File: src/rtl/dnsarp_pkg.sv
// ----------------------------------------------------------------------------
// dnsarp_pkg
// Shared constants and types for the DNS response A-record parser.
// ----------------------------------------------------------------------------
package dnsarp_pkg;

  localparam int unsigned MaxPacketBytes = 512;

  localparam int unsigned ByteW   = 8;
  localparam int unsigned LenW    = 10;
  localparam int unsigned IdW     = 16;
  localparam int unsigned AddrW   = 32;
  localparam int unsigned StatusW = 3;
  localparam int unsigned PhaseW  = 4;

  localparam logic [IdW-1:0] ExpectedIdReset = 16'h1234;

  localparam logic [PhaseW-1:0] PhHeader   = 4'd0;
  localparam logic [PhaseW-1:0] PhQname    = 4'd1;
  localparam logic [PhaseW-1:0] PhRecName  = 4'd2;
  localparam logic [PhaseW-1:0] PhRecLabel = 4'd3;
  localparam logic [PhaseW-1:0] PhTypeHi   = 4'd4;
  localparam logic [PhaseW-1:0] PhTypeLo   = 4'd5;
  localparam logic [PhaseW-1:0] PhRdlenHi  = 4'd6;
  localparam logic [PhaseW-1:0] PhRdlenLo  = 4'd7;
  localparam logic [PhaseW-1:0] PhAddr     = 4'd8;

  localparam logic [StatusW-1:0] StatusFound      = 3'd0;
  localparam logic [StatusW-1:0] StatusTooShort   = 3'd1;
  localparam logic [StatusW-1:0] StatusIdMismatch = 3'd2;
  localparam logic [StatusW-1:0] StatusNoAnswers  = 3'd3;
  localparam logic [StatusW-1:0] StatusNoARecord  = 3'd4;

  localparam logic [ByteW-1:0] PointerMask = 8'hC0;
  localparam logic [15:0]      TypeA       = 16'd1;
  localparam logic [15:0]      Ipv4Len     = 16'd4;

  typedef struct packed {
    logic               found;
    logic [AddrW-1:0]   address;
    logic [StatusW-1:0] status;
  } result_t;

endpackage

File: src/rtl/dnsarp_walk.sv
// ----------------------------------------------------------------------------
// dnsarp_walk
// Per-packet parse state and the combinational step that walks header,
// question and answer records, one byte per step.
// ----------------------------------------------------------------------------
module dnsarp_walk #(
  parameter int unsigned MAX_PACKET_BYTES = dnsarp_pkg::MaxPacketBytes
) (
  input  logic                          clk_i,
  input  logic                          rst_ni,
  input  logic                          step_i,
  input  logic [dnsarp_pkg::ByteW-1:0]  data_byte_i,
  input  logic [dnsarp_pkg::LenW-1:0]   packet_length_i,
  input  logic                          last_byte_i,
  input  logic [dnsarp_pkg::IdW-1:0]    expected_id_i,
  output logic                          res_valid_o,
  output dnsarp_pkg::result_t           res_o
);

  localparam int unsigned PW = $clog2(MAX_PACKET_BYTES + 1);
  localparam int unsigned SW = PW + 17;
  localparam logic [SW-1:0] MaxLen = SW'(MAX_PACKET_BYTES);
  localparam logic [PW-1:0] PosMax = PW'(MAX_PACKET_BYTES);

  logic [PW-1:0]                    pos_q, pos_d;
  logic [PW-1:0]                    nap_q, nap_d;
  logic [dnsarp_pkg::PhaseW-1:0]    phase_q, phase_d;
  logic [15:0]                      ancount_q, ancount_d;
  logic [15:0]                      tried_q, tried_d;
  logic [15:0]                      rtype_q, rtype_d;
  logic [15:0]                      rdlen_q, rdlen_d;
  logic [dnsarp_pkg::AddrW-1:0]     acc_q, acc_d;
  logic                             decided_q, decided_d;

  logic                             dec;
  logic [dnsarp_pkg::StatusW-1:0]   st;
  logic [dnsarp_pkg::AddrW-1:0]     addr;
  logic                             jump, rec, tat, fail;
  logic [SW-1:0]                    jpos, rpos, tpos;
  logic [dnsarp_pkg::PhaseW-1:0]    jph;
  logic [SW-1:0]                    len_ext, p_ext, b_ext;

  always_comb begin
    pos_d     = pos_q;
    nap_d     = nap_q;
    phase_d   = phase_q;
    ancount_d = ancount_q;
    tried_d   = tried_q;
    rtype_d   = rtype_q;
    rdlen_d   = rdlen_q;
    acc_d     = acc_q;
    decided_d = decided_q;
    dec       = 1'b0;
    st        = dnsarp_pkg::StatusNoARecord;
    addr      = '0;
    jump      = 1'b0;
    rec       = 1'b0;
    tat       = 1'b0;
    fail      = 1'b0;
    jpos      = '0;
    rpos      = '0;
    tpos      = '0;
    jph       = dnsarp_pkg::PhQname;
    len_ext   = SW'(packet_length_i);
    if (len_ext > MaxLen) begin
      len_ext = MaxLen;
    end
    p_ext = SW'(pos_q);
    b_ext = SW'(data_byte_i);

    if (step_i) begin
      if (!decided_q) begin
        if (phase_q == dnsarp_pkg::PhHeader) begin
          if (len_ext < SW'(12)) begin
            dec = 1'b1;
            st  = dnsarp_pkg::StatusTooShort;
          end else if (pos_q == PW'(0)) begin
            acc_d = {16'h0000, data_byte_i, 8'h00};
          end else if (pos_q == PW'(1)) begin
            acc_d = {acc_q[31:8], data_byte_i};
            if (acc_d != {16'h0000, expected_id_i}) begin
              dec = 1'b1;
              st  = dnsarp_pkg::StatusIdMismatch;
            end
          end else if (pos_q == PW'(6)) begin
            ancount_d = {data_byte_i, 8'h00};
          end else if (pos_q == PW'(7)) begin
            ancount_d = {ancount_q[15:8], data_byte_i};
            if (ancount_d == 16'h0000) begin
              dec = 1'b1;
              st  = dnsarp_pkg::StatusNoAnswers;
            end
          end else if (pos_q == PW'(11)) begin
            jump = 1'b1;
            jpos = SW'(12);
            jph  = dnsarp_pkg::PhQname;
          end
        end else if (pos_q == nap_q) begin
          unique case (phase_q)
            dnsarp_pkg::PhQname: begin
              if (data_byte_i == '0) begin
                rec  = 1'b1;
                rpos = p_ext + SW'(5);
              end else begin
                jump = 1'b1;
                jpos = p_ext + b_ext + SW'(1);
                jph  = dnsarp_pkg::PhQname;
              end
            end
            dnsarp_pkg::PhRecName: begin
              if ((data_byte_i & dnsarp_pkg::PointerMask) == dnsarp_pkg::PointerMask) begin
                tat  = 1'b1;
                tpos = p_ext + SW'(2);
              end else if (data_byte_i == '0) begin
                tat  = 1'b1;
                tpos = p_ext + SW'(1);
              end else begin
                jump = 1'b1;
                jpos = p_ext + b_ext + SW'(1);
                jph  = dnsarp_pkg::PhRecLabel;
              end
            end
            dnsarp_pkg::PhRecLabel: begin
              if (data_byte_i == '0) begin
                tat  = 1'b1;
                tpos = p_ext + SW'(1);
              end else begin
                jump = 1'b1;
                jpos = p_ext + b_ext + SW'(1);
                jph  = dnsarp_pkg::PhRecLabel;
              end
            end
            dnsarp_pkg::PhTypeHi: begin
              rtype_d = {data_byte_i, 8'h00};
              jump    = 1'b1;
              jpos    = p_ext + SW'(1);
              jph     = dnsarp_pkg::PhTypeLo;
            end
            dnsarp_pkg::PhTypeLo: begin
              rtype_d = {rtype_q[15:8], data_byte_i};
              jump    = 1'b1;
              jpos    = p_ext + SW'(7);
              jph     = dnsarp_pkg::PhRdlenHi;
            end
            dnsarp_pkg::PhRdlenHi: begin
              rdlen_d = {data_byte_i, 8'h00};
              jump    = 1'b1;
              jpos    = p_ext + SW'(1);
              jph     = dnsarp_pkg::PhRdlenLo;
            end
            dnsarp_pkg::PhRdlenLo: begin
              rdlen_d = {rdlen_q[15:8], data_byte_i};
              if (rtype_q == dnsarp_pkg::TypeA && rdlen_d == dnsarp_pkg::Ipv4Len) begin
                if (p_ext + SW'(5) > len_ext) begin
                  fail = 1'b1;
                end else begin
                  acc_d = '0;
                  jump  = 1'b1;
                  jpos  = p_ext + SW'(1);
                  jph   = dnsarp_pkg::PhAddr;
                end
              end else begin
                rec  = 1'b1;
                rpos = p_ext + SW'(1) + SW'(rdlen_d);
              end
            end
            dnsarp_pkg::PhAddr: begin
              acc_d   = {acc_q[23:0], data_byte_i};
              rdlen_d = rdlen_q - 16'd1;
              if (rdlen_d == 16'h0000) begin
                dec  = 1'b1;
                st   = dnsarp_pkg::StatusFound;
                addr = acc_d;
              end else begin
                jump = 1'b1;
                jpos = p_ext + SW'(1);
                jph  = dnsarp_pkg::PhAddr;
              end
            end
            default: begin
              fail = 1'b1;
            end
          endcase
        end

        if (rec) begin
          if (tried_q >= ancount_q || rpos + SW'(12) > len_ext) begin
            fail = 1'b1;
          end else begin
            tried_d = tried_q + 16'd1;
            jump    = 1'b1;
            jpos    = rpos;
            jph     = dnsarp_pkg::PhRecName;
          end
        end
        if (tat) begin
          if (tpos + SW'(10) > len_ext) begin
            fail = 1'b1;
          end else begin
            jump = 1'b1;
            jpos = tpos;
            jph  = dnsarp_pkg::PhTypeHi;
          end
        end
        if (jump) begin
          if (jpos >= len_ext) begin
            fail = 1'b1;
          end else begin
            nap_d   = jpos[PW-1:0];
            phase_d = jph;
          end
        end
        if (fail) begin
          dec  = 1'b1;
          st   = dnsarp_pkg::StatusNoARecord;
          addr = '0;
        end
        if (last_byte_i && !dec) begin
          dec  = 1'b1;
          st   = (p_ext + SW'(1) < SW'(12)) ? dnsarp_pkg::StatusTooShort
                                             : dnsarp_pkg::StatusNoARecord;
          addr = '0;
        end
        if (dec) begin
          decided_d = 1'b1;
        end
      end

      if (pos_q < PosMax) begin
        pos_d = pos_q + PW'(1);
      end
      if (last_byte_i) begin
        pos_d     = '0;
        nap_d     = '0;
        phase_d   = dnsarp_pkg::PhHeader;
        ancount_d = '0;
        tried_d   = '0;
        rtype_d   = '0;
        rdlen_d   = '0;
        acc_d     = '0;
        decided_d = 1'b0;
      end
    end
  end

  assign res_valid_o     = step_i && dec;
  assign res_o.found     = (st == dnsarp_pkg::StatusFound);
  assign res_o.address   = (st == dnsarp_pkg::StatusFound) ? addr : '0;
  assign res_o.status    = st;

  always_ff @(posedge clk_i or negedge rst_ni) begin
    if (!rst_ni) begin
      pos_q     <= '0;
      nap_q     <= '0;
      phase_q   <= dnsarp_pkg::PhHeader;
      ancount_q <= '0;
      tried_q   <= '0;
      rtype_q   <= '0;
      rdlen_q   <= '0;
      acc_q     <= '0;
      decided_q <= 1'b0;
    end else begin
      pos_q     <= pos_d;
      nap_q     <= nap_d;
      phase_q   <= phase_d;
      ancount_q <= ancount_d;
      tried_q   <= tried_d;
      rtype_q   <= rtype_d;
      rdlen_q   <= rdlen_d;
      acc_q     <= acc_d;
      decided_q <= decided_d;
    end
  end

endmodule

File: src/rtl/dns_response_a_record_parser.sv
// ----------------------------------------------------------------------------
// dns_response_a_record_parser
// Byte-stream DNS response parser that reports the first IPv4 A record
// address and one status per packet.
// ----------------------------------------------------------------------------
// Path: the byte that decides the packet is held in the input register, and
// its result is then registered in the result register by the walk step.
// Throughput: one byte per cycle unless a held, untaken result stalls the walk.
// Reset: rst_ni clears the packet state and both stream valid flags and
// loads expected_id with 0x1234.
// ----------------------------------------------------------------------------
module dns_response_a_record_parser #(
  parameter int unsigned MAX_PACKET_BYTES = dnsarp_pkg::MaxPacketBytes
) (
  input  logic        clk_i,
  input  logic        rst_ni,
  input  logic        cfg_we_i,
  input  logic [15:0] cfg_wdata_i,     // expected_id
  input  logic        s_axis_tvalid,
  output logic        s_axis_tready,
  input  logic [23:0] s_axis_tdata,    // [7:0] data_byte, [17:8] packet_length, [23:18] zero
  input  logic        s_axis_tlast,
  output logic        m_axis_tvalid,
  input  logic        m_axis_tready,
  output logic [31:0] m_axis_tdata,    // [31:0] address
  output logic [3:0]  m_axis_tuser     // [0] found, [3:1] status
);

  logic [dnsarp_pkg::IdW-1:0]   expected_id_q;
  logic                         in_valid_q;
  logic [dnsarp_pkg::ByteW-1:0] in_byte_q;
  logic [dnsarp_pkg::LenW-1:0]  in_len_q;
  logic                         in_last_q;
  logic                         out_valid_q;
  dnsarp_pkg::result_t          out_q;
  logic                         advance;
  logic                         res_valid;
  dnsarp_pkg::result_t          res;

  assign advance       = in_valid_q && (!out_valid_q || m_axis_tready);
  assign s_axis_tready = !in_valid_q || advance;

  always_ff @(posedge clk_i or negedge rst_ni) begin
    if (!rst_ni) begin
      expected_id_q <= dnsarp_pkg::ExpectedIdReset;
    end else if (cfg_we_i) begin
      expected_id_q <= cfg_wdata_i;
    end
  end

  always_ff @(posedge clk_i or negedge rst_ni) begin
    if (!rst_ni) begin
      in_valid_q <= 1'b0;
    end else if (s_axis_tready) begin
      in_valid_q <= s_axis_tvalid;
    end
  end

  always_ff @(posedge clk_i) begin
    if (s_axis_tvalid && s_axis_tready) begin
      in_byte_q <= s_axis_tdata[7:0];
      in_len_q  <= s_axis_tdata[17:8];
      in_last_q <= s_axis_tlast;
    end
  end

  dnsarp_walk #(
    .MAX_PACKET_BYTES(MAX_PACKET_BYTES)
  ) u_walk (
    .clk_i          (clk_i),
    .rst_ni         (rst_ni),
    .step_i         (advance),
    .data_byte_i    (in_byte_q),
    .packet_length_i(in_len_q),
    .last_byte_i    (in_last_q),
    .expected_id_i  (expected_id_q),
    .res_valid_o    (res_valid),
    .res_o          (res)
  );

  always_ff @(posedge clk_i or negedge rst_ni) begin
    if (!rst_ni) begin
      out_valid_q <= 1'b0;
    end else if (advance && res_valid) begin
      out_valid_q <= 1'b1;
    end else if (m_axis_tready) begin
      out_valid_q <= 1'b0;
    end
  end

  always_ff @(posedge clk_i) begin
    if (advance && res_valid) begin
      out_q <= res;
    end
  end

  assign m_axis_tvalid = out_valid_q;
  assign m_axis_tdata  = out_q.address;
  assign m_axis_tuser  = {out_q.status, out_q.found};

endmodule
File: config.mk
export PLATFORM = sky130hd
export DESIGN_NAME = dns_response_a_record_parser
export DESIGN_NICKNAME = d
export VERILOG_FILES = /design/src/rtl/dnsarp_pkg.sv /design/src/rtl/dnsarp_walk.sv /design/src/rtl/dns_response_a_record_parser.sv
export SDC_FILE = /design/constraint.sdc
export NUM_CORES = 1
export LEC_CHECK = 0
export ABC_CLOCK_PERIOD_IN_PS = 12300
export CAP_MARGIN = 0
export CORE_MARGIN = 4
export CORE_UTILIZATION = 35
export CTS_BUF_LIST = sky130_fd_sc_hd__clkbuf_4 sky130_fd_sc_hd__clkbuf_8 sky130_fd_sc_hd__clkbuf_16
export DETAILED_ROUTE_END_ITERATION = 6
export DONT_BUFFER_PORTS = 1
export PLACE_DENSITY = 0.58
export SKIP_LAST_GASP = 1
export SYNTH_ARGS = -nofsm -noshare
export SYNTH_HDL_FRONTEND = slang
export SYNTH_SLANG_ARGS = --single-unit
File: constraint.sdc
create_clock -name clk_i -period 12.3 [get_ports clk_i]
set_input_delay 1.23 -clock clk_i [delete_from_list [all_inputs] [get_ports clk_i]]
set_output_delay 1.23 -clock clk_i [all_outputs]
set_load 0.01 [all_outputs]
# Word-level counts from Yosys, hierarchy flattened

Index checks and enable logic that the tools add are counted.

Register bits after elaboration: 194
Output and inout port bits: 38
Logic and storage cells: 302

Add/subtract/negate cells: 12
Magnitude comparators: 9
Eq/ne operators: 31
Multiplexer cells: 175
Bitwise operators: 5
Reductions and logical operators: 48

Operator list:

| cell                                                        | number |
|---|---|
| 2-to-1 mux 27 bit                                           | 30 |
| 2-to-1 mux 16 bit                                           | 19 |
| 2-to-1 mux 32 bit                                           | 8 |
| one-hot mux 27 bit (6 select lines)                         | 1 |
| one-hot mux 27 bit (2 select lines)                         | 2 |
| greater-than comparator 27 bit                              | 3 |
| 2-to-1 mux 10 bit                                           | 7 |
| 2-to-1 mux 1 bit                                            | 66 |
| one-hot mux 32 bit (2 select lines)                         | 1 |
| 2-to-1 mux 4 bit                                            | 15 |
| adder 27 x 4 -> 27 bit, second input constant               | 2 |
| 2-to-1 mux 3 bit                                            | 16 |
| one-hot mux 16 bit (3 select lines)                         | 1 |
| zero test 16 bit                                            | 2 |
| != test 32 x 16 -> 1 bit                                    | 1 |
| one-hot mux 16 bit (2 select lines)                         | 1 |
| one-hot mux 4 bit (7 select lines)                          | 1 |
| adder 27 x 1 -> 27 bit, second input constant               | 1 |
| adder 27 x 16 -> 27 bit                                     | 1 |
| greater-or-equal comparator 27 bit                          | 1 |
| less-than comparator 27 x 4 -> 1 bit, second input constant | 1 |
| adder 10 x 3 -> 11 bit, second input constant               | 2 |
| == test 10 x 3 -> 1 bit, second input constant              | 2 |
| != test 2 bit, second input constant                        | 9 |
| other kinds (49)                                            | 87 |

# Longest topological paths before layout

Gate-level depths: netlist of run 1.

Depth after elaboration: 35
Mapped depth: 39
Depth with buffers taken out: 35

# Cells and area by module

A second synthesis of run 1 with hierarchy kept.

Cell total of the unflattened synthesis: 1,581
Area total of the unflattened synthesis: 14,149.8 um^2

By module, submodules not included:

| module                       | times used | cells each | area each (um^2) |
|---|---|---|---|
| dnsarp_walk                  | 1          | 1,482      | 11,746.3 |
| dns_response_a_record_parser | 1          | 99         | 2,403.6 |

# Worst setup path before layout of run 1

No wires, ideal clock.

Path type: register to register
Start point: register u_walk.pos_q[0]
End point: register out_q (netlist bit m_axis_tdata[0]), enable pin
Library setup time: 0.451 ns
Arrival: 9.453 ns
Required time: 11.849 ns
Setup slack: 2.396 ns
Stages on the path, launching flop included: 37
Buffers on the path: 2
Clock period less this slack: 9.904 ns
Cell sequence: dfrtp_1 -> clkbuf_1 -> inv_1 -> ha_1 -> ha_1 -> a211oi_1 -> nor2_1 -> xnor2_1 -> o21ai_0 -> nand2_1 -> ha_1 -> nor4_2 -> nand2_1 -> xnor2_1 -> ha_1 -> nand3_1 -> nor3_1 -> nand2_1 -> a2111o_1 -> a211oi_1 -> o2111ai_4 -> or2_2 -> clkbuf_1 -> o21ai_0 -> o21ai_0 -> ha_1 -> nor2b_1 -> o21a_1 -> o21a_1 -> o21ai_0 -> a21oi_1 -> a211oi_1 -> o21ai_0 -> nor3_1 -> o31ai_1 -> nand2_1 -> a31oi_1

Cells in the longest elaborated chain, start to end: 34

RTL lines:

| element                             | line                               | text |
|---|---|---|
| start, declared                     | dnsarp_walk.sv:25                  | `logic [PW-1:0] pos_q, pos_d;` |
| start signal, assigned              | dnsarp_walk.sv:263                 | `pos_q <= pos_d;` |
| adder 10 x 1 -> 11 bit              | -                                  |  |
| adder 27 x 16 -> 27 bit             | dnsarp_walk.sv:164                 | `rpos = p_ext + SW'(1) + SW'(rdlen_d);` |
| 2-to-1 mux 27 bit                   | dnsarp_walk.sv:153                 | `if (rtype_q == dnsarp_pkg::TypeA && rdlen_d == dnsarp_pkg::Ipv4Len) begin` |
| one-hot mux 27 bit (2 select lines) | dnsarp_walk.sv:99                  | `unique case (phase_q)` |
| 2-to-1 mux 27 bit                   | dnsarp_walk.sv:98                  | `end else if (pos_q == nap_q) begin` |
| 2-to-1 mux 27 bit                   | dnsarp_walk.sv:73                  | `if (phase_q == dnsarp_pkg::PhHeader) begin` |
| 2-to-1 mux 27 bit                   | dnsarp_walk.sv:72                  | `if (!decided_q) begin` |
| 2-to-1 mux 27 bit                   | dnsarp_walk.sv:71                  | `if (step_i) begin` |
| [18 not listed]                     | -                                  |  |
| logical AND 1 bit                   | dnsarp_walk.sv:218                 | `if (last_byte_i && !dec) begin` |
| 2-to-1 mux 1 bit *                  | dnsarp_walk.sv:218                 |  |
| 2-to-1 mux 1 bit *                  | dnsarp_walk.sv:72                  |  |
| 2-to-1 mux 1 bit *                  | dnsarp_walk.sv:71                  |  |
| 2-to-1 mux 1 bit *                  | dnsarp_walk.sv:72                  |  |
| 2-to-1 mux 1 bit *                  | dnsarp_walk.sv:71                  |  |
| logical AND 1 bit *                 | dnsarp_walk.sv:246                 | `assign res_valid_o = step_i && dec;` |
| logical AND 1 bit *                 | dns_response_a_record_parser.sv:92 | `if (advance && res_valid) begin` |
| end signal, assigned                | dns_response_a_record_parser.sv:93 | `out_q <= res;` |
| end, declared                       | dns_response_a_record_parser.sv:35 | `dnsarp_pkg::result_t out_q;` |

Mark *: on every way between the ends. The rest lies on a longest branch, timed or not. The select of a mux whose other input is x is not followed.
A chain may end at the register's enable or synchronous reset.

# Worst setup path after layout of run 1

Start point: register u_walk.pos_q[1]
End point: register out_q (netlist bit m_axis_tdata[30]), enable pin

Same word-level chain as after synthesis.

==> results of run 1 <==
## flip-flops by register name, summed over array words and instances (netlist names), 4 cells and up
signal	flops
m_axis_tdata	32
u_walk.tried_q	16
u_walk.rtype_q	16
u_walk.acc_q	32
in_len_q	10
u_walk.nap_q	10
u_walk.rdlen_q	16
m_axis_tuser	4
u_walk.pos_q	10
expected_id_q	16
u_walk.phase_q	4
in_byte_q	8
u_walk.ancount_q	16
## cell type report
cell class	instances	area [µm²]	share of cell area (%)
clock buffer	17	425	2.69
clock inverter	15	161	1.02
inverter	68	255	1.62
multi-input combinational	1318	8960	56.7
sequential	194	5140	32.5
tap	532	666	4.21
timing repair buffer	26	195	1.24
## critical path, delay by kind of cell, from the launching register on
family	cells	cell delay (ps)
xor+xnor	2	340
compound gates	12	3670
fa+ha+maj	5	1730
flops	1	770
simple gates	11	2500
mux	1	300
buf+inv	2	760
## cell families (layout without fill, tap and decap cells)
group                    after synthesis  after routing
XOR/XNOR                              94             94
AO/OA/AOI/OAI                        421            421
buffers and inverters                147            126
adder cells (fa/ha/maj)               97             97
AND/OR/NAND/NOR                      678            678
flip-flops                           194            194
multiplexers                          28             28
## per-layer routing
layer | vias up | GRT usage (%) | share of wire [%]
met4 | 0 | 7.06 | 2.8
met1 | 6550 | 30.3 | 44
met5 | - | 0 | 0
li1 | 6142 | - | -
met3 | 101 | 3.48 | 6.5
met2 | 509 | 35.5 | 47
## through the flow
stage / cell area [µm²] / util (%)
2_1_floorplan: 14600 / -
3_3_place_gp: 15200 / 37.0
3_5_place_dp: 15200 / 37.0
4_1_cts: 15800 / 38.4
5_1_grt: 15800 / 38.4
6_report: 15800 / 38.4
## report_power, final
group | internal, W | switching, W | total [W] | leakage, nW
Combinational | 0.000234 | 0.000456 | 0.000690 | 3.58
Clock | 0.000273 | 0.000298 | 0.000572 | 0.280
Sequential | 0.000770 | 0.000118 | 0.000888 | 2.38
## cell usage in the layout (no fill, tap or decap), types with 48 or more instances in the layout
cell / n
nand2_1: 199
dfrtp_1: 134
nor2_1: 119
ha_1: 95
o21ai_0: 78
inv_1: 66
a21oi_1: 64
xnor2_1: 59
nand3_1: 56
edfxtp_1: 55
nor3_1: 48
## path summary, 6_finish.rpt
path / start / endpoint / slack [ps]
worst max-delay path: u_walk.pos_q[1] / m_axis_tdata[30] / 1790
worst max register to register: u_walk.pos_q[1] / m_axis_tdata[30] / 1790
worst min register to register: u_walk.acc_q[31] / u_walk.acc_q[31] / 470
min in group clk_i: u_walk.acc_q[31] / u_walk.acc_q[31] / 470
max in group asynchronous: rst_ni / expected_id_q[12] / 11410
worst min-delay path: rst_ni / u_walk.nap_q[7] / 450
==> metrics.cfg, run 1 <==
[floorplanning]
start_util_pct = 35.6
core_area_mm2 = 0.0411
rows = 74
ios = 84
die-area_mm2 = 0.0452
die_w_um = 212
die_h_um = 212

[finish]
final_cells = 2170
drive_gt1_share_pct = 7.51
fin_nets = 1768
areaGrowthSynthToFinish_pct = 7.96
n_antenna_cell = 0
fillCellCount = 4172

[sta]
setup_ws_ps = 1790
worst_pin_slew_ps = 1150
relSlewSlack_pct = 23.3
whs_ps = 450
period_minus_slack_ps = 10510
final_max_slew_viol_count = 0
fmax_ghz = 0.0952
hold_viol_final = 0
fin_crit_sh_pct = 85.4
fin_tns_setup_ps = 0
finClkSkew_ps = 12.8
setup_violations = 0
grt_setup_unrepaired = false

[synthesis]
ys_ff_latch = 194
yosys_warnings = 0
synth_flop_cell = dfrtp_1
synth_largest_area_cell = dfrtp_1
yosys.area_share.simple_pct = 24.0
synth_top_family_by_area = simple AND/OR/NAND/NOR gates
synthTopCellsByArea = dfrtp_1 (23%), edfxtp_1 (11%), ha_1 (8.1%)
synth_commonest_cells = nand2_1 (199), dfrtp_1 (134), nor2_1 (120), ha_1 (95), o21ai_0 (78)
synthesis.instances = 1659
yosysMostFrequentCell = nand2_1
synthXorXnorAreaFrac_pct = 5.68
synth_compound_gate_area_share_pct = 20.8
syn_nets = 1802
synthDistinctLibCells = 101
async_flop_share_pct = 71.6
ys_seq_area_share_pct = 35.1
synth_mux_area_share_pct = 2.08
synth-edff-count = 55
syn-cell-area_mm2 = 0.0146
synth_top_area_share_pct = 22.9
synthAdderAreaFrac_pct = 8.39
syn_avg_cell_area_um2 = 8.82

[clock_tree]
ctsHoldBuffers = 0
cts_resized = 0
cts-root-buf = clkbuf_16
cts_buffer_depth = 2
cts_buffers = 17
clkLatencyLatePin_ps = 470
cts_tree = yes
post_cts_buffers = 0
htree_levels = 4
path_clk_slew_ps = 80
numClockSinks = 194

[detailed_routing]
drc_errors = 6
via_count = 13300
drt-pass1-iter-count = 7
drt-initial-drc-count = 1373
postRouteAntennaNets = 0
avgRoutedWirePerCell_um = 23.1
vias_per_cell = 6.13
wl_um = 50100

[critical_path]
start_kind = register
crit_path_max_incr_delay_ps = 770
r2r_cells = 33
cp_max_fo = 36
worst_path_most_repeated_cell = ha_1
crit_required_ps = 12400
arrival_ps = 10610
cp-end-kind = register
path_class = reg2reg
slowest_stage = dfrtp_1

[placed_design]
io_buffers = 0
gp_congestion = 0.976
dp_hpwl_um = 37500
post-place-ws_ps = 2010
dp.cells = 2138

[global_route]
grt_pass1_vias = 12900
grt_pass1_wl_um = 76900
antenna_found_initial = 0
grt_usage_pct = 22.0
overflow = 0
grt_max_degree = 140

[power_and_ir_drop]
powerDensity_mw_per_mm2 = 136
max-vdd-ir-drop_v = 0.000121
finalPower_w = 0.00215
p_leak_nw = 6.24

[outcome]
status = finished, violations left
violations = DRC

[run]
maxCapViolations = 0

[worst_hold_path]
min_path_type = in2async

Power figures use the tool's default switching activity.
==> run 2: changes to the inputs <==
==> constraint.sdc (replaced) <==
create_clock -name clk_i -period 12.3 [get_ports clk_i]
set_input_delay 0.615 -clock clk_i [delete_from_list [all_inputs] [get_ports clk_i]]
set_output_delay 0.615 -clock clk_i [all_outputs]
set_load 0.01 [all_outputs]
==> metrics.cfg, run 2 (synthesis results as in run 1) <==
[sta]
period_minus_slack_ps = 10960
hold_viol_final = 0
setup_violations = 0
finClkSkew_ps = 27.1
worst_pin_slew_ps = 1250
fin_tns_setup_ps = 0
relSlewSlack_pct = 16.2
fmax_ghz = 0.0913
fin_crit_sh_pct = 89.1
grt_setup_unrepaired = false
final_max_slew_viol_count = 0

[critical_path]
critPathTopFamily = compound AO/OA/AOI/OAI gates
crit_path_max_incr_delay_ps = 750
cp-end-kind = register
crit_required_ps = 12460
cp_max_fo = 19
path_class = reg2reg
arrival_ps = 11110
slowest_stage = a31oi_4
critPathBufInv = 3
start_kind = register

[floorplanning]
ios = 84
die_w_um = 212
die-area_mm2 = 0.0452
die_h_um = 212
rows = 74
start_util_pct = 35.6
core_area_mm2 = 0.0411

[run]
maxCapViolations = 0

[power_and_ir_drop]
p_leak_nw = 6.27
pwr-share-clk_pct = 27.3
p_int_w = 0.00130
p_sw_share_pct = 40.5
p_switching_w = 0.000887
powerDensity_mw_per_mm2 = 138
combPwrFrac_pct = 32.1
max-vdd-ir-drop_v = 0.000199
power_frac_seq_pct = 40.6

[global_route]
grt_pass1_wl_um = 77300
grt_usage_pct = 22.2
grt_max_degree = 135
antenna_found_initial = 0
overflow = 0
grt_pass1_vias = 12700

[detailed_routing]
via_count = 13300
drc_errors = 0
avgRoutedWirePerCell_um = 23.2
drt-pass1-iter-count = 6
vias_per_cell = 6.14
wl_um = 50400
postRouteAntennaNets = 0
drt-initial-drc-count = 1252

[outcome]
status = completed

[clock_tree]
cts-root-buf = clkbuf_16
path_clk_slew_ps = 80
cts_buffers = 17
ctsHoldBuffers = 2
numClockSinks = 194
post_cts_buffers = 0
cts_buffer_depth = 2
cts_resized = 0
htree_levels = 4
cts_tree = yes
clkLatencyLatePin_ps = 480

[finish]
n_antenna_cell = 0
areaGrowthSynthToFinish_pct = 8.49
postLayoutCoreUtil_pct = 38.6
final_cell_mix = nand2_1 (199), dfrtp_1 (134), nor2_1 (119), ha_1 (95), o21ai_0 (78)
fin_nets = 1769
fillCellCount = 4156
final_common_cell = nand2_1
drive_gt1_share_pct = 7.63

[placed_design]
gp_congestion = 0.989
io_buffers = 0
dp_hpwl_um = 37300

[worst_hold_path]
min_path_type = in2async

run 2: cell types whose count changed in the layout (fill, tap and decap cells not counted), moves of 2 or more:
cell	delta
clkinv_8	+3
inv_8	-3
clkinv_1	-2
clkinv_4	+2
run 2: worst register-to-register path, delay by kind of cell, from the launching register on:
| kind | cells | cell delay, ps |
|---|---|---|
| adder cells (fa/ha/maj) | 4 | 1380 |
| AND/OR/NAND/NOR | 10 | 2220 |
| XOR/XNOR | 3 | 710 |
| buffers and inverters | 3 | 870 |
| AO/OA/AOI/OAI | 16 | 4880 |
| flip-flops | 1 | 610 |
run 2: per-layer routing:
metal / GRT usage, % / wire length, µm / vias to the layer above
met5: 0 / 0 / -
met4: 5.18 / 1150 / 0
met3: 4.57 / 3720 / 80
met2: 36.0 / 23400 / 507
met1: 30.8 / 22100 / 6601
li1: - / - / 6137
run 2: final timing paths:
path / startpoint / slack [ps] / cells past startpoint / endpoint
min in group clk_i: s_axis_tdata[4] / 220 / 0 / in_byte_q[4]
worst min-delay path: rst_ni / 10 / 1 / u_walk.pos_q[0]
worst max-delay path: u_walk.pos_q[0] / 1340 / 36 / m_axis_tdata[27]
worst min register to register: u_walk.acc_q[29] / 480 / 2 / u_walk.acc_q[29]
worst max register to register: u_walk.pos_q[0] / 1340 / 36 / m_axis_tdata[27]
max in group asynchronous: rst_ni / 11220 / 1 / expected_id_q[2]
run 2: metrics by stage:
stage | instances | total power (W) | area, µm² | setup slack (ps) | hold WS, ps
floorplan | 1659 | 0.00135 | 14600 | 2400 | 319
global placement | 2137 | 0.00157 | 15200 | 1770 | 328
detailed placement | 2137 | 0.00158 | 15200 | 1580 | 328
CTS | 2171 | 0.00219 | 15900 | 1540 | 128
global route | 2171 | 0.00231 | 15900 | 559 | 81.1
finish | 2171 | 0.00219 | 15900 | 1340 | 10.9
run 2: area by class of cell:
| type | count | area [µm²] | area share [%] |
|---|---|---|---|
| Clock inverter | 15 | 209 | 1.32 |
| Timing Repair Buffer | 27 | 225 | 1.42 |
| Tap cell | 532 | 666 | 4.19 |
| Clock buffer | 17 | 425 | 2.68 |
| Multi-Input combinational cell | 1318 | 8960 | 56.4 |
| Inverter | 68 | 255 | 1.61 |
| Sequential cell | 194 | 5140 | 32.3 |
run 2: power groups by stage:
stage | Sequential (W) | Combinational [W] | Clock (W)
finish | 0.000889 | 0.000704 | 0.000598
global route | 0.000900 | 0.000777 | 0.000636
CTS | 0.000887 | 0.000694 | 0.000610
detailed placement | 0.000900 | 0.000679 | 0
global placement | 0.000899 | 0.000667 | 0
floorplan | 0.000852 | 0.000495 | 0
==> run 3: changes to the inputs <==
Settings changed: RECOVER_POWER set to 25.
==> metrics.cfg, run 3 (synthesis results as in run 1) <==
[finish]
areaGrowthSynthToFinish_pct = 8.33
final_cells = 2171
drive_gt1_share_pct = 7.26
final_cell_mix = nand2_1 (199), dfrtp_1 (134), nor2_1 (119), ha_1 (95), o21ai_0 (78)
n_antenna_cell = 0
final_common_cell = nand2_1
postLayoutCoreUtil_pct = 38.6
fin_nets = 1769

[detailed_routing]
drt-pass1-iter-count = 6
vias_per_cell = 6.12
highest_layer = met4
wl_met2_um = 23600
drt-met1-wl_um = 22000
postRouteAntennaNets = 0
wl_um = 50500
avgRoutedWirePerCell_um = 23.2
met3_length_um = 3900
via_count = 13300
drc_errors = 0
drt-initial-drc-count = 1244

[floorplanning]
rows = 74
start_util_pct = 35.6
ios = 84
die_h_um = 212
die-area_mm2 = 0.0452
die_w_um = 212
core_area_mm2 = 0.0411

[critical_path]
start_kind = register
r2r_end = m_axis_tdata[27]
cp-end-kind = register
r2r_cells = 36
crit_path_max_incr_delay_ps = 750
slowest_stage = a31oi_4
r2r_slack_ps = 1370
cp_max_fo = 19
timing.rr.start = u_walk.pos_q[0]
crit_required_ps = 12460
path_class = reg2reg
arrival_ps = 11090

[global_route]
overflow = 0
antenna_found_initial = 0
grt_pass1_wl_um = 77300
grt_pass1_vias = 12700
grt_max_degree = 135
grt_usage_pct = 22.2

[clock_tree]
cts_buffer_depth = 2
htree_levels = 4
cts_resized = 0
clkLatencyLatePin_ps = 480
cts_tree = yes
path_clk_slew_ps = 90
numClockSinks = 194
cts_buffers = 17
cts-root-buf = clkbuf_16

[outcome]
status = finished, violations left
violations = capacitance limit, slew limit

[power_and_ir_drop]
p_leak_nw = 6.26
powerDensity_mw_per_mm2 = 138
max-vdd-ir-drop_v = 0.000199

[worst_hold_path]
min_path_type = in2reg
whs_path_depth = 0
min_from = s_axis_tdata[4]
holdPathEnd = in_byte_q[4]

[sta]
period_minus_slack_ps = 10930
finClkSkew_ps = 26.7
fin_tns_setup_ps = 0
grt_setup_unrepaired = false
setup_violations = 0
fin_crit_sh_pct = 88.9
relSlewSlack_pct = -410
fmax_ghz = 0.0915
hold_viol_final = 0
worst_pin_slew_ps = 7650
final_max_slew_viol_count = 135

[placed_design]
gp_congestion = 0.989
io_buffers = 0
dp_hpwl_um = 37300
dp.cells = 2137

[run]
maxCapViolations = 1

## run 3: critical path, delay by kind of cell (launching register included)
family / cells / cell delay (ps)
simple gates: 10 / 2200
xor+xnor: 3 / 700
compound gates: 16 / 4900
flops: 1 / 600
fa+ha+maj: 4 / 1370
buf+inv: 3 / 850
## run 3: area by class of cell
type / instances / area (µm²)
fillers: 4159 / 25300
multi-input cells: 1318 / 8960
flip-flops and latches: 194 / 5140
well taps: 532 / 666
clock buffers: 17 / 425
inverters: 68 / 255
clock inverters: 15 / 209
repair buffers: 27 / 201
## run 3: repair_timing
item	in CTS	in global routing
hold buffers	2	0
buffers inserted	0	0
endpoints found under the hold margin	134	0
## run 3: how the worst max path moves through the flow
| stage | slack, ps | start | end |
|---|---|---|---|
| floorplan | 2400 | u_walk.pos_q[0] | m_axis_tdata[0] |
| global placement | 1770 | in_byte_q[4] | m_axis_tdata[17] |
| detailed placement | 1580 | in_byte_q[4] | m_axis_tdata[17] |
| CTS | 1540 | u_walk.pos_q[0] | m_axis_tdata[27] |
| global route | 560 | u_walk.pos_q[0] | m_axis_tdata[25] |
| finish | 1370 | u_walk.pos_q[0] | m_axis_tdata[27] |
## run 3: power by group
group | internal (W) | switching (W)
logic | 0.000236 | 0.000467
clock network | 0.000296 | 0.000302
registers | 0.000770 | 0.000118
total | 0.00130 | 0.000888
## run 3: through the flow
step | instance area, µm² | hold WS [ps] | total power (W) | setup WS (ps)
2_1_floorplan | 14600 | 319 | 0.00135 | 2400
3_3_place_gp | 15200 | 328 | 0.00157 | 1770
3_5_place_dp | 15200 | 328 | 0.00158 | 1580
4_1_cts | 15900 | 128 | 0.00219 | 1540
5_1_grt | 15900 | 205 | 0.00231 | 559
6_report | 15900 | 224 | 0.00219 | 1370
## run 3: metal layers
| metal | track usage (%) | vias up |
|---|---|---|
| met3 | 4.57 | 77 |
| li1 | - | 6136 |
| met2 | 36.0 | 512 |
| met5 | 0 | - |
| met4 | 5.18 | 0 |
| met1 | 30.8 | 6557 |
